<file path="src/sv/iau_pkg.sv">
// Shared types, constants and helpers of the interval arithmetic unit.
`default_nettype none
package iau_pkg;

  localparam int FRAC_BITS = 16;
  localparam int DATA_W    = 32;
  localparam int NUM_W     = DATA_W + FRAC_BITS;
  localparam int PROD_W    = 2 * DATA_W;
  localparam int FIFO_D    = 2;

  localparam logic signed [PROD_W-1:0] W_MAX = 64'sh0000_0000_7FFF_FFFF;
  localparam logic signed [PROD_W-1:0] W_MIN = 64'shFFFF_FFFF_8000_0000;

  typedef enum logic [2:0] {
    OP_ADD    = 3'd0,
    OP_SUB    = 3'd1,
    OP_MUL    = 3'd2,
    OP_DIV    = 3'd3,
    OP_SUBSET = 3'd4,
    OP_EQUAL  = 3'd5,
    OP_CENTER = 3'd6,
    OP_WIDTH  = 3'd7
  } op_t;

  typedef enum logic [1:0] {
    ST_OK       = 2'd0,
    ST_DIV_SPAN = 2'd1,
    ST_BAD_OPND = 2'd2,
    ST_SAT      = 2'd3
  } status_t;

  typedef struct packed {
    logic [2:0]               req_type;
    logic signed [DATA_W-1:0] a_lo;
    logic signed [DATA_W-1:0] a_hi;
    logic signed [DATA_W-1:0] b_lo;
    logic signed [DATA_W-1:0] b_hi;
  } in_item_t;

  typedef struct packed {
    logic signed [DATA_W-1:0] res_lo;
    logic signed [DATA_W-1:0] res_hi;
    logic                     flag;
    logic [1:0]               status;
  } out_item_t;

  // queued item with its classification
  typedef struct packed {
    in_item_t item;
    logic     bad;
    logic     span;
  } cls_item_t;

  typedef struct packed {
    logic      valid;
    cls_item_t ent;
  } q_head_t;

  // back end stage record for everything but the quotients
  typedef struct packed {
    logic      valid;
    logic      div_ok;
    out_item_t res;
  } mid_t;

  typedef struct packed {
    logic signed [DATA_W-1:0] val;
    logic                     sat;
  } sat_t;

  function automatic sat_t sat32(input logic signed [PROD_W-1:0] v);
    sat_t r;
    r.sat = 1'b0;
    r.val = v[DATA_W-1:0];
    if (v > W_MAX) begin
      r.sat = 1'b1;
      r.val = W_MAX[DATA_W-1:0];
    end else if (v < W_MIN) begin
      r.sat = 1'b1;
      r.val = W_MIN[DATA_W-1:0];
    end
    return r;
  endfunction

  function automatic logic [DATA_W-1:0] abs32(input logic signed [DATA_W-1:0] v);
    logic [DATA_W-1:0] r;
    r = v[DATA_W-1] ? DATA_W'(-v) : DATA_W'(v);
    return r;
  endfunction

endpackage
`default_nettype wire

</file>
<file path="src/sv/iau_front.sv">
// Front end: classifies incoming items and queues them for the back end.
`default_nettype none
module iau_front (
  input  wire logic               clk,
  input  wire logic               rst_n,
  input  wire logic               in_valid,
  output logic                    in_ready,
  input  wire iau_pkg::in_item_t  in_data,
  input  wire logic               pop,
  output iau_pkg::q_head_t        head
);

  iau_pkg::cls_item_t ent;
  iau_pkg::cls_item_t mem_r [iau_pkg::FIFO_D];
  logic               wr_ptr_r, wr_ptr_nxt;
  logic               rd_ptr_r, rd_ptr_nxt;
  logic [1:0]         cnt_r, cnt_nxt;
  logic               push;
  logic               b_chk;

  // B is only checked for ops that use it
  always_comb begin
    b_chk = (in_data.req_type != iau_pkg::OP_CENTER) &&
            (in_data.req_type != iau_pkg::OP_WIDTH);
    ent.item = in_data;
    ent.bad  = (in_data.a_lo > in_data.a_hi) || (b_chk && (in_data.b_lo > in_data.b_hi));
    ent.span = (in_data.b_lo == '0) || (in_data.b_hi == '0) ||
               (in_data.b_lo[iau_pkg::DATA_W-1] != in_data.b_hi[iau_pkg::DATA_W-1]);
  end

  assign in_ready = (cnt_r != 2'd2);
  assign push     = in_valid && in_ready;

  always_comb begin
    wr_ptr_nxt = push ? ~wr_ptr_r : wr_ptr_r;
    rd_ptr_nxt = pop ? ~rd_ptr_r : rd_ptr_r;
    cnt_nxt    = cnt_r + 2'(push) - 2'(pop);
  end

  always_ff @(posedge clk) begin
    if (!rst_n) begin
      wr_ptr_r <= 1'b0;
      rd_ptr_r <= 1'b0;
      cnt_r    <= 2'd0;
    end else begin
      wr_ptr_r <= wr_ptr_nxt;
      rd_ptr_r <= rd_ptr_nxt;
      cnt_r    <= cnt_nxt;
    end
  end

  always_ff @(posedge clk) begin
    if (push) begin
      mem_r[wr_ptr_r] <= ent;
    end
  end

  assign head.valid = (cnt_r != 2'd0);
  assign head.ent   = mem_r[rd_ptr_r];

  a_cnt_bound: assert property (@(posedge clk) disable iff (!rst_n) cnt_r != 2'd3)
    else $error("front queue count out of range");
  a_pop_nonempty: assert property (@(posedge clk) disable iff (!rst_n) pop |-> cnt_r != 2'd0)
    else $error("pop from empty front queue");
  a_full_stall: assert property (@(posedge clk) disable iff (!rst_n)
    (cnt_r == 2'd2 && !pop) |=> cnt_r == 2'd2)
    else $error("front queue lost an entry");

endmodule
`default_nettype wire

</file>
<file path="config.mk">
export PLATFORM = sky130hd
export DESIGN_NAME = iau_front
export DESIGN_NICKNAME = d
export VERILOG_FILES = /design/src/sv/iau_pkg.sv /design/src/sv/iau_front.sv
export SDC_FILE = /design/constraint.sdc
export NUM_CORES = 1
export LEC_CHECK = 0
export BUFFER_PORTS_ARGS = -buffer_cell sky130_fd_sc_hd__buf_2
export CAP_MARGIN = 40
export CORE_UTILIZATION = 50
export CTS_CLUSTER_SIZE = 40
export DETAILED_ROUTE_END_ITERATION = 8
export PLACE_DENSITY = 0.75
export SYNTH_ARGS = -nofsm -noshare
export SYNTH_HDL_FRONTEND = slang
export SYNTH_SLANG_ARGS = --single-unit
</file>
<file path="constraint.sdc">
create_clock -name clk -period 10.1 [get_ports clk]
set_input_delay 1.515 -clock clk [delete_from_list [all_inputs] [get_ports clk]]
set_output_delay 1.515 -clock clk [all_outputs]
set_load 0.03 [all_outputs]
</file>
==> impl_metrics.py, run 1 <==
metrics = {
    "grt": {
        "grt_usage_pct": 20.1,
        "grt_pass1_wl_um": 36800,
        "overflow": 0,
        "antenna_found_initial": 1,
        "grt_max_degree": 57,
        "grt_pass1_vias": 6931,
    },
    "setup_path": {
        "rr_startpoint": "cnt_r[0]$_SDFF_PN0_",
        "r2r_slack_ps": 7710,
        "r2r_cells": 5,
        "max_stage_delay_ps": 590,
        "crit_path_start_kind": "flop",
        "critPathSlowestCell": "dfxtp_4",
        "path_max_fanout": 56,
        "path_cells": "buf_12 -> buf_4 -> buf_16 -> mux2_2 -> buf_2",
        "critPathKind": "flop to primary output",
        "endpoint": "head[72]",
        "rr_endpoint": "mem_r[0][67]$_DFFE_PP_",
        "critPathRequiredTime_ps": 8590,
        "crit_arrival_ps": 2670,
        "endpoint_kind": "primary output",
    },
    "route": {
        "ant_nets": 0,
        "drt_first_iter_violations": 273,
        "viasPerCell": 5.30,
        "vias": 6806,
        "wl_um": 24100,
        "wl_per_cell_um": 18.8,
        "drc": 0,
        "drt_pass1_iterations": 4,
    },
    "sta": {
        "finalCritPeriodShare_pct": 41.4,
        "hold_ws_ps": 576,
        "worstMarginPinSlew_ps": 803,
        "slew_viol_final": 0,
        "hold_violations": 0,
        "setup_viol": 0,
        "finalClockSkew_ps": 12.7,
        "min_period_ps": 4180,
        "final.setup.tns_ps": 0,
        "rsz0062_at_grt": "no",
        "fmax_ghz": 0.239,
        "max_slew_margin_pct": 45.9,
    },
    "cells_and_area": {
        "area_delta_synth_final_pct": 22.6,
        "drive_above_1_share_pct": 45.2,
        "layout.nets": 1183,
    },
    "placement": {
        "portBuffers": 269,
        "routabilityCongestion": 0.836,
        "hpwlAfterDp_um": 17500,
    },
    "synthesis": {
        "synth_top_area_share_pct": 69.2,
        "yosysMostFrequentCell": "edfxtp_1",
        "yosysSeqAreaShare_pct": 70.0,
        "ys.flop_type": "edfxtp_1",
        "synth.avg_cell_area_um2": 16.8,
        "netlist_instances": 689,
        "syn_area_mm2": 0.0115,
        "async_flop_share_pct": 0,
        "syn_nets": 890,
        "synth_area_leaders": "edfxtp_1, mux2_2, ha_1, inv_1, a21oi_1",
        "ys_top_cells_by_count": "edfxtp_1, mux2_2, inv_1",
        "ys.warnings.count": 0,
        "ys_types": 39,
        "synth_edf_count": 266,
        "ys_ff_latch": 271,
        "synth_top_area_cell": "edfxtp_1",
    },
    "clocking": {
        "clockBufferDepth": 3,
        "worstSkewPairLatency_ps": 520,
        "cts_resized": 0,
        "cts-root-buf": "clkbuf_16",
        "postCtsHoldBufs": 0,
        "numClockSinks": 271,
        "path_clk_slew_ps": 60,
        "post_cts_buffers": 0,
        "cts_tree": "done",
        "cts_buffers": 27,
        "cts_max_level": 1,
    },
    "floorplan": {
        "dieArea_mm2": 0.0237,
        "initial_core_util_pct": 51.0,
        "dieHeight_um": 154,
        "top_level_ports": 270,
        "std_cell_rows": 55,
        "coreArea_mm2": 0.0226,
        "die_x_um": 154,
    },
    "power": {
        "p_leak_nw": 5.66,
        "vdd_drop_max_uv": 165,
        "p_per_area_mw_per_mm2": 214,
        "power_mw": 3.04,
    },
    "min_path": {
        "whs_path_depth": 2,
        "hp-class": "flop to flop",
    },
    "outcome": {
        "status": "finished clean",
    },
    "job": {
        "drv_cap": 0,
    },
}
## how the worst min path moves through the flow
stage | start | endpoint
after floorplan | wr_ptr_r$_SDFFE_PN0P_ | wr_ptr_r$_SDFFE_PN0P_
after global routing | rd_ptr_r$_SDFFE_PN0P_ | flop
final | rd_ptr_r$_SDFFE_PN0P_ | flop
after detailed placement | rd_ptr_r$_SDFFE_PN0P_ | flop
after CTS | rd_ptr_r$_SDFFE_PN0P_ | flop
after global placement | rd_ptr_r$_SDFFE_PN0P_ | flop
## cell usage in the layout (no fill, tap or decap), types with 2 or more instances in the layout
master	netlist	routed
dfxtp_1	5	4
ha_1	66	66
edfxtp_1	266	266
nor4_1	18	18
buf_2	7	269
o21a_1	5	5
mux2_2	133	133
clkbuf_16	0	27
nand3_1	6	6
nand2b_1	2	2
a21oi_1	24	24
nor2_1	4	3
nand2_1	20	20
o21ai_0	7	7
bufinv_16	0	2
inv_1	67	67
buf_12	0	3
xor2_1	2	2
a211oi_1	2	2
xnor2_1	3	3
clkinv_1	0	5
buf_4	0	4
buf_16	0	2
and2_1	6	6
a21o_1	6	6
nand4_1	14	14
clkinv_2	0	6
clkbuf_1	8	5
## flip-flops by register name, summed over array words and instances (netlist names), named ones only
signal	count
rd_ptr_r	1
wr_ptr_r	1
mem_r	266
cnt_r	2
## per-layer routing
layer	wire length [µm]	global-route usage, %	part of all wire, %
met5	0	0	0
met4	705	7.33	2.9
met3	1400	4.11	5.8
met2	12200	35.3	50
met1	9880	24.5	41
## metrics by stage
stage | util, % | setup slack (ps) | area, µm² | cells
4_1_cts | 62.5 | 5900 | 14200 | 1283
6_report | 62.5 | 5920 | 14200 | 1284
2_1_floorplan | - | 2320 | 11500 | 689
3_3_place_gp | 58.5 | 6030 | 13200 | 1232
5_1_grt | 62.5 | 5790 | 14200 | 1284
3_5_place_dp | 59.0 | 6020 | 13400 | 1238
## area by class of cell
type / count / area, µm²
clock inverters: 13 / 109
clock buffers: 32 / 694
diodes: 1 / 2.50
flip-flops and latches: 271 / 8090
well taps: 285 / 357
inverters: 67 / 251
multi-input cells: 336 / 3160
fillers: 1719 / 8480
repair buffers: 279 / 1500
## power by group
group	switching (mW)	internal [mW]	total, mW
Clock	0.384	0.535	0.920
Sequential	0.0376	1.41	1.45
Combinational	0.444	0.224	0.668
## cells by family after synthesis
kind of cell | after synthesis | synth area share, %
AND/OR/NAND/NOR | 78 | 3.68
AO/OA/AOI/OAI | 54 | 3.06
buffers and inverters | 82 | 2.74
flip-flops | 271 | 70.0
adder cells (fa/ha/maj) | 66 | 7.15
XOR/XNOR | 5 | 0.379
multiplexers | 133 | 13.0
## critical path: cells and delay by family, from the launching register on
family   cells  cell delay (ps)
flops        1              590
buf+inv      4             1070
mux          1              390
(Power assumes the default switching activity.)
==> run 2, diff against run 1 <==
CORE_UTILIZATION = 49   (was 50)
PLACE_DENSITY = 0.77   (was 0.75)
clock period = 3.6 ns   (was 10.1 ns; I/O delays follow)
==> impl_metrics.py, run 2 (synthesis gave the netlist of run 1 again) <==
metrics = {
    "sta": {
        "finalClockSkew_ps": 7.32,
        "hold_ws_ps": 205,
        "setup_viol": 0,
        "finalCritPeriodShare_pct": 77.5,
        "max_slew_margin_pct": 54.4,
        "final.setup.tns_ps": 0,
        "hold_violations": 0,
        "fmax_ghz": 0.359,
        "min_period_ps": 2790,
        "rsz0062_at_grt": "no",
        "slew_viol_final": 0,
        "worstMarginPinSlew_ps": 684,
    },
    "route": {
        "vias": 6807,
        "viasPerCell": 5.17,
        "wl_per_cell_um": 18.8,
        "drt_first_iter_violations": 361,
        "drc": 0,
        "drt_pass1_iterations": 4,
        "wl_um": 24700,
        "ant_nets": 0,
    },
    "clocking": {
        "numClockSinks": 271,
        "worstSkewPairLatency_ps": 530,
        "cts_max_level": 1,
        "path_clk_slew_ps": 60,
        "cts_resized": 0,
        "cts_buffers": 28,
        "post_cts_buffers": 0,
        "cts_tree": "done",
        "postCtsHoldBufs": 0,
        "cts-root-buf": "clkbuf_16",
        "clockBufferDepth": 3,
    },
    "power": {
        "vdd_drop_max_uv": 406,
        "p_clk_share_pct": 31.7,
        "p_comb_share_pct": 21.7,
        "internal_power_mw": 6.19,
        "p_switching_mw": 2.50,
        "power_mw": 8.69,
        "p_leak_nw": 5.68,
        "p_per_area_mw_per_mm2": 611,
        "switching_share_pct": 28.8,
        "p_seq_share_pct": 46.6,
    },
    "placement": {
        "place_inst": 1264,
        "portBuffers": 269,
        "hpwlAfterDp_um": 17200,
        "routabilityCongestion": 0.830,
    },
    "grt": {
        "grtUsageMet1_pct": 25.8,
        "grt_pass1_wl_um": 37700,
        "overflow": 0,
        "grt_usage_pct": 20.2,
        "antenna_found_initial": 0,
        "busiest_layer": "met2",
        "grtUsageMet3_pct": 3.94,
        "grt_pass1_vias": 7117,
        "grt.met2_usage_pct": 34.9,
        "grt_max_degree": 119,
    },
    "setup_path": {
        "crit_arrival_ps": 2250,
        "max_stage_delay_ps": 540,
        "path_cells": "buf_12 -> mux2_2 -> buf_2",
        "critPathRequiredTime_ps": 3060,
        "crit_path_start_kind": "flop",
        "critPathKind": "flop to primary output",
        "cp.buffers_inverters": 2,
        "crit_family": "buffers and inverters",
        "rr_startpoint": "cnt_r[0]$_SDFF_PN0_",
        "r2r_slack_ps": 1830,
        "endpoint_kind": "primary output",
        "path_max_fanout": 118,
        "critPathSlowestCell": "buf_12",
        "r2r_cells": 3,
        "rr_endpoint": "mem_r[1][74]$_DFFE_PP_",
    },
    "min_path": {
        "hp-class": "input port to flop",
        "whs_path_depth": 1,
        "min_from": "in_data[128]",
        "whs_endpoint": "mem_r[1][130]$_DFFE_PP_",
    },
    "floorplan": {
        "dieHeight_um": 156,
        "coreArea_mm2": 0.0228,
        "dieArea_mm2": 0.0242,
        "top_level_ports": 270,
        "die_x_um": 156,
        "std_cell_rows": 55,
        "initial_core_util_pct": 50.6,
    },
    "cells_and_area": {
        "regArea_mm2": 0.00809,
        "final_cells": 1316,
        "final.fill_count": 1777,
        "multi_input_area_mm2": 0.00316,
        "area_delta_synth_final_pct": 23.2,
        "largest_reg_flops": 266,
        "layout.nets": 1182,
        "layout_commonest_cell": "buf_2",
        "utilization_pct": 62.3,
        "drive_above_1_share_pct": 45.2,
        "most-common-layout-cells": "buf_2, edfxtp_1, mux2_2",
        "top_regs": "mem_r: 266 flops, cnt_r: 2 flops",
        "diodes": 0,
        "top_register": "mem_r",
    },
    "job": {
        "drv_cap": 0,
    },
    "outcome": {
        "status": "finished clean",
    },
}
==> run 2: worst max path at each step <==
stage | from | endpoint | slack [ps] | cells after the start
floorplan | cnt_r[0]$_SDFF_PN0_ | mem_r[0][0]$_DFFE_PP_ | 360 | 3
global placement | in_data[31] | mem_r[0][1]$_DFFE_PP_ | 750 | 9
detailed placement | in_data[11] | mem_r[0][1]$_DFFE_PP_ | 690 | 11
CTS | flop | head[1] | 760 | 3
global route | flop | head[8] | 720 | 3
finish | flop | head[8] | 810 | 3
==> run 2: cell type report <==
class / instances / share of cell area, %
clock buffer: 36 / 5.29
tap: 313 / 2.75
inverter: 67 / 1.77
clock inverter: 16 / 0.880
sequential: 271 / 56.9
timing repair buffer: 277 / 10.2
multi-input combinational: 336 / 22.2
==> run 2: worst reg2reg max path, stage by stage, from the launching register on <==
cell and delay, ps:
dfxtp_1 340, nand2b_1 160, and3_4 480, buf_12 370
==> run 2: through the flow <==
step	cell area (µm²)	setup slack, ps
2_1_floorplan	11600	360
3_3_place_gp	13300	746
3_5_place_dp	13300	694
4_1_cts	14200	764
5_1_grt	14200	724
6_report	14200	812
==> run 2: power groups by stage <==
stage / logic, mW / clock network [mW] / registers, mW
after global routing: 2.01 / 2.93 / 4.08
after global placement: 1.89 / 0 / 4.09
after floorplan: 1.29 / 0 / 4.11
after CTS: 1.91 / 2.81 / 4.05
final: 1.89 / 2.75 / 4.05
after detailed placement: 1.90 / 0 / 4.12
==> run 2: metal layers <==
| layer | share of wire (%) | wire length, µm |
|---|---|---|
| met1 | 42 | 10300 |
| met2 | 50 | 12300 |
| met3 | 6.2 | 1530 |
| met4 | 2.3 | 575 |
| met5 | 0 | 0 |
==> run 3, diff against run 2 <==
ABC_AREA = 1   (was not set)
PLACE_DENSITY = 0.76   (was 0.77)
clock period = 2.45 ns   (was 3.6 ns; I/O delays follow)
==> impl_metrics.py, run 3 <==
metrics = {
    "clocking": {
        "numClockSinks": 271,
        "cts_buffers": 27,
        "clockBufferDepth": 3,
        "cts_tree": "done",
        "path_clk_slew_ps": 60,
        "postCtsHoldBufs": 0,
        "worstSkewPairLatency_ps": 520,
        "cts-root-buf": "clkbuf_16",
        "cts_max_level": 1,
        "cts_resized": 0,
    },
    "synthesis": {
        "syn_nets": 955,
        "netlist_instances": 754,
        "yosysMostFrequentCell": "edfxtp_1",
        "synth_edf_count": 266,
        "synth.avg_cell_area_um2": 15.6,
        "ys.warnings.count": 0,
        "synth_area_leaders": "edfxtp_1, mux2_1, ha_1, nand2_1, inv_1",
        "async_flop_share_pct": 0,
        "syn_area_mm2": 0.0117,
        "yosysSeqAreaShare_pct": 69.0,
        "synth_top_area_cell": "edfxtp_1",
        "ys.flop_type": "edfxtp_1",
        "ys_ff_latch": 271,
        "ys_types": 26,
        "synth_top_area_share_pct": 68.1,
        "ys_top_cells_by_count": "edfxtp_1, mux2_1, nand2_1",
    },
    "route": {
        "wl_um": 24500,
        "drt_pass1_iterations": 7,
        "ant_nets": 0,
        "vias": 7017,
        "wl_per_cell_um": 17.6,
        "viasPerCell": 5.03,
        "drt_first_iter_violations": 359,
        "drc": 0,
    },
    "floorplan": {
        "initial_core_util_pct": 50.0,
        "top_level_ports": 270,
        "dieHeight_um": 157,
        "dieArea_mm2": 0.0246,
        "std_cell_rows": 56,
        "coreArea_mm2": 0.0235,
        "die_x_um": 157,
    },
    "cells_and_area": {
        "multi_input_area_mm2": 0.00322,
        "drive_above_1_share_pct": 32.6,
        "top_regs": "mem_r: 266 flops, cnt_r: 2 flops",
        "layout.nets": 1253,
        "largest_reg_flops": 266,
        "top_register": "mem_r",
        "area_delta_synth_final_pct": 23.5,
        "regArea_mm2": 0.00809,
        "most-common-layout-cells": "buf_2, edfxtp_1, mux2_1",
        "utilization_pct": 61.7,
        "layout_commonest_cell": "buf_2",
        "stdcell_area_mm2": 0.0145,
        "final.fill_count": 1787,
    },
    "grt": {
        "grt_max_degree": 74,
        "grt_usage_pct": 19.6,
        "grt_pass1_vias": 7045,
        "grt_pass1_wl_um": 36900,
        "overflow": 0,
        "antenna_found_initial": 2,
    },
    "min_path": {
        "hp-class": "input port to flop",
        "min_from": "in_data[128]",
    },
    "sta": {
        "finalClockSkew_ps": 10.1,
        "slew_viol_final": 0,
        "fmax_ghz": 0.441,
        "setup_viol": 0,
        "hold_violations": 0,
        "worstMarginPinSlew_ps": 665,
        "min_period_ps": 2270,
        "max_slew_margin_pct": 55.2,
        "rsz0062_at_grt": "no",
        "setup_ws_ps": 180,
        "finalCritPeriodShare_pct": 92.6,
    },
    "placement": {
        "hpwlAfterDp_um": 17300,
        "routabilityCongestion": 0.826,
        "dp_slack_ps": 349,
        "portBuffers": 269,
        "place_area_mm2": 0.0136,
    },
    "setup_path": {
        "max_stage_delay_ps": 560,
        "endpoint_kind": "primary output",
        "path_max_fanout": 15,
        "critPathRequiredTime_ps": 2080,
        "critPathSlowestCell": "dfxtp_4",
        "rr_startpoint": "cnt_r[0]$_SDFF_PN0_",
        "path_cells": "buf_4 -> mux2_1 -> buf_2",
        "critPathKind": "flop to primary output",
        "crit_arrival_ps": 1900,
        "crit_path_start_kind": "flop",
    },
    "power": {
        "vdd_drop_max_uv": 727,
        "p_per_area_mw_per_mm2": 829,
        "p_leak_nw": 5.95,
        "power_mw": 12.0,
    },
    "job": {
        "drv_cap": 0,
    },
    "outcome": {
        "status": "finished clean",
    },
}
-- run 3: cell types whose count changed in the layout (fill, tap and decap cells not counted), moves of 5 or more --
| cell | before | now |
|---|---|---|
| nor2_1 | 3 | 21 |
| nand2_1 | 20 | 76 |
| mux2_2 | 133 | 0 |
| mux2_1 | 0 | 133 |
| inv_2 | 0 | 14 |
| inv_1 | 67 | 73 |
| and2_1 | 6 | 0 |
| a21oi_1 | 24 | 29 |
| clkbuf_8 | 0 | 6 |
| nor4_1 | 18 | 12 |
-- run 3: through the flow --
stage          TNS (ps)  instances  hold slack, ps
5_1_grt               0       1393            17.8
2_1_floorplan   -137460        754             461
4_1_cts               0       1390            26.8
6_report              0       1394            47.2
3_3_place_gp          0       1341             498
3_5_place_dp          0       1341             526
-- run 3: worst max-delay path, delay by kind of cell (launching register included) --
| family | cells | cell delay [ps] |
|---|---|---|
| multiplexers | 1 | 340 |
| flip-flops | 1 | 560 |
| buffers and inverters | 2 | 470 |
-- run 3: routing by layer --
| layer | share of wire [%] | GRT usage (%) | vias to the layer above |
|---|---|---|---|
| met4 | 2.7 | 6.58 | 0 |
| met3 | 6.0 | 3.74 | 41 |
| met5 | 0 | 0 | - |
| li1 | - | - | 3380 |
| met2 | 49 | 33.0 | 218 |
| met1 | 43 | 25.4 | 3378 |
-- run 3: area by class of cell --
class / instances / area share (%)
clock buffers: 41 / 5.44
inverters: 87 / 2.25
multi-input cells: 381 / 22.2
repair buffers: 284 / 10.8
well taps: 319 / 2.76
diodes: 3 / 0.0518
clock inverters: 8 / 0.587
flip-flops and latches: 271 / 55.9
-- run 3: timing repair --
action / 4_1_cts / 5_1_grt
endpoints found under the setup margin: 0 / 44
setup buffers: 0 / 1
hold endpoints to repair: 0 / 0
-- run 3: report_power, final --
part | switching (mW) | internal (mW)
Clock | 1.61 | 2.41
Sequential | 0.105 | 5.62
Combinational | 1.55 | 0.717
-- run 3: worst paths after layout --
path | endpoint | cells after the start | slack, ps
setup / recovery | head[43] | 3 | 180
setup reg to reg | mem_r[1][65]$_DFFE_PP_ | 5 | 940
hold reg to reg | flop | 2 | 530
hold / removal | mem_r[0][130]$_DFFE_PP_ | 1 | 50
-- run 3: cell families (layout without fill, tap and decap cells) --
| kind of cell | count (synthesis) | after routing | share of synthesized area, % |
|---|---|---|---|
| compound gates | 43 | 43 | 2.09 |
| other cells | 0 | 3 | 0 |
| flops | 271 | 271 | 69.0 |
| fa+ha+maj | 66 | 66 | 7.04 |
| xor+xnor | 2 | 2 | 0.149 |
| buf+inv | 102 | 420 | 3.85 |
| simple gates | 137 | 137 | 5.12 |
| mux | 133 | 133 | 12.8 |
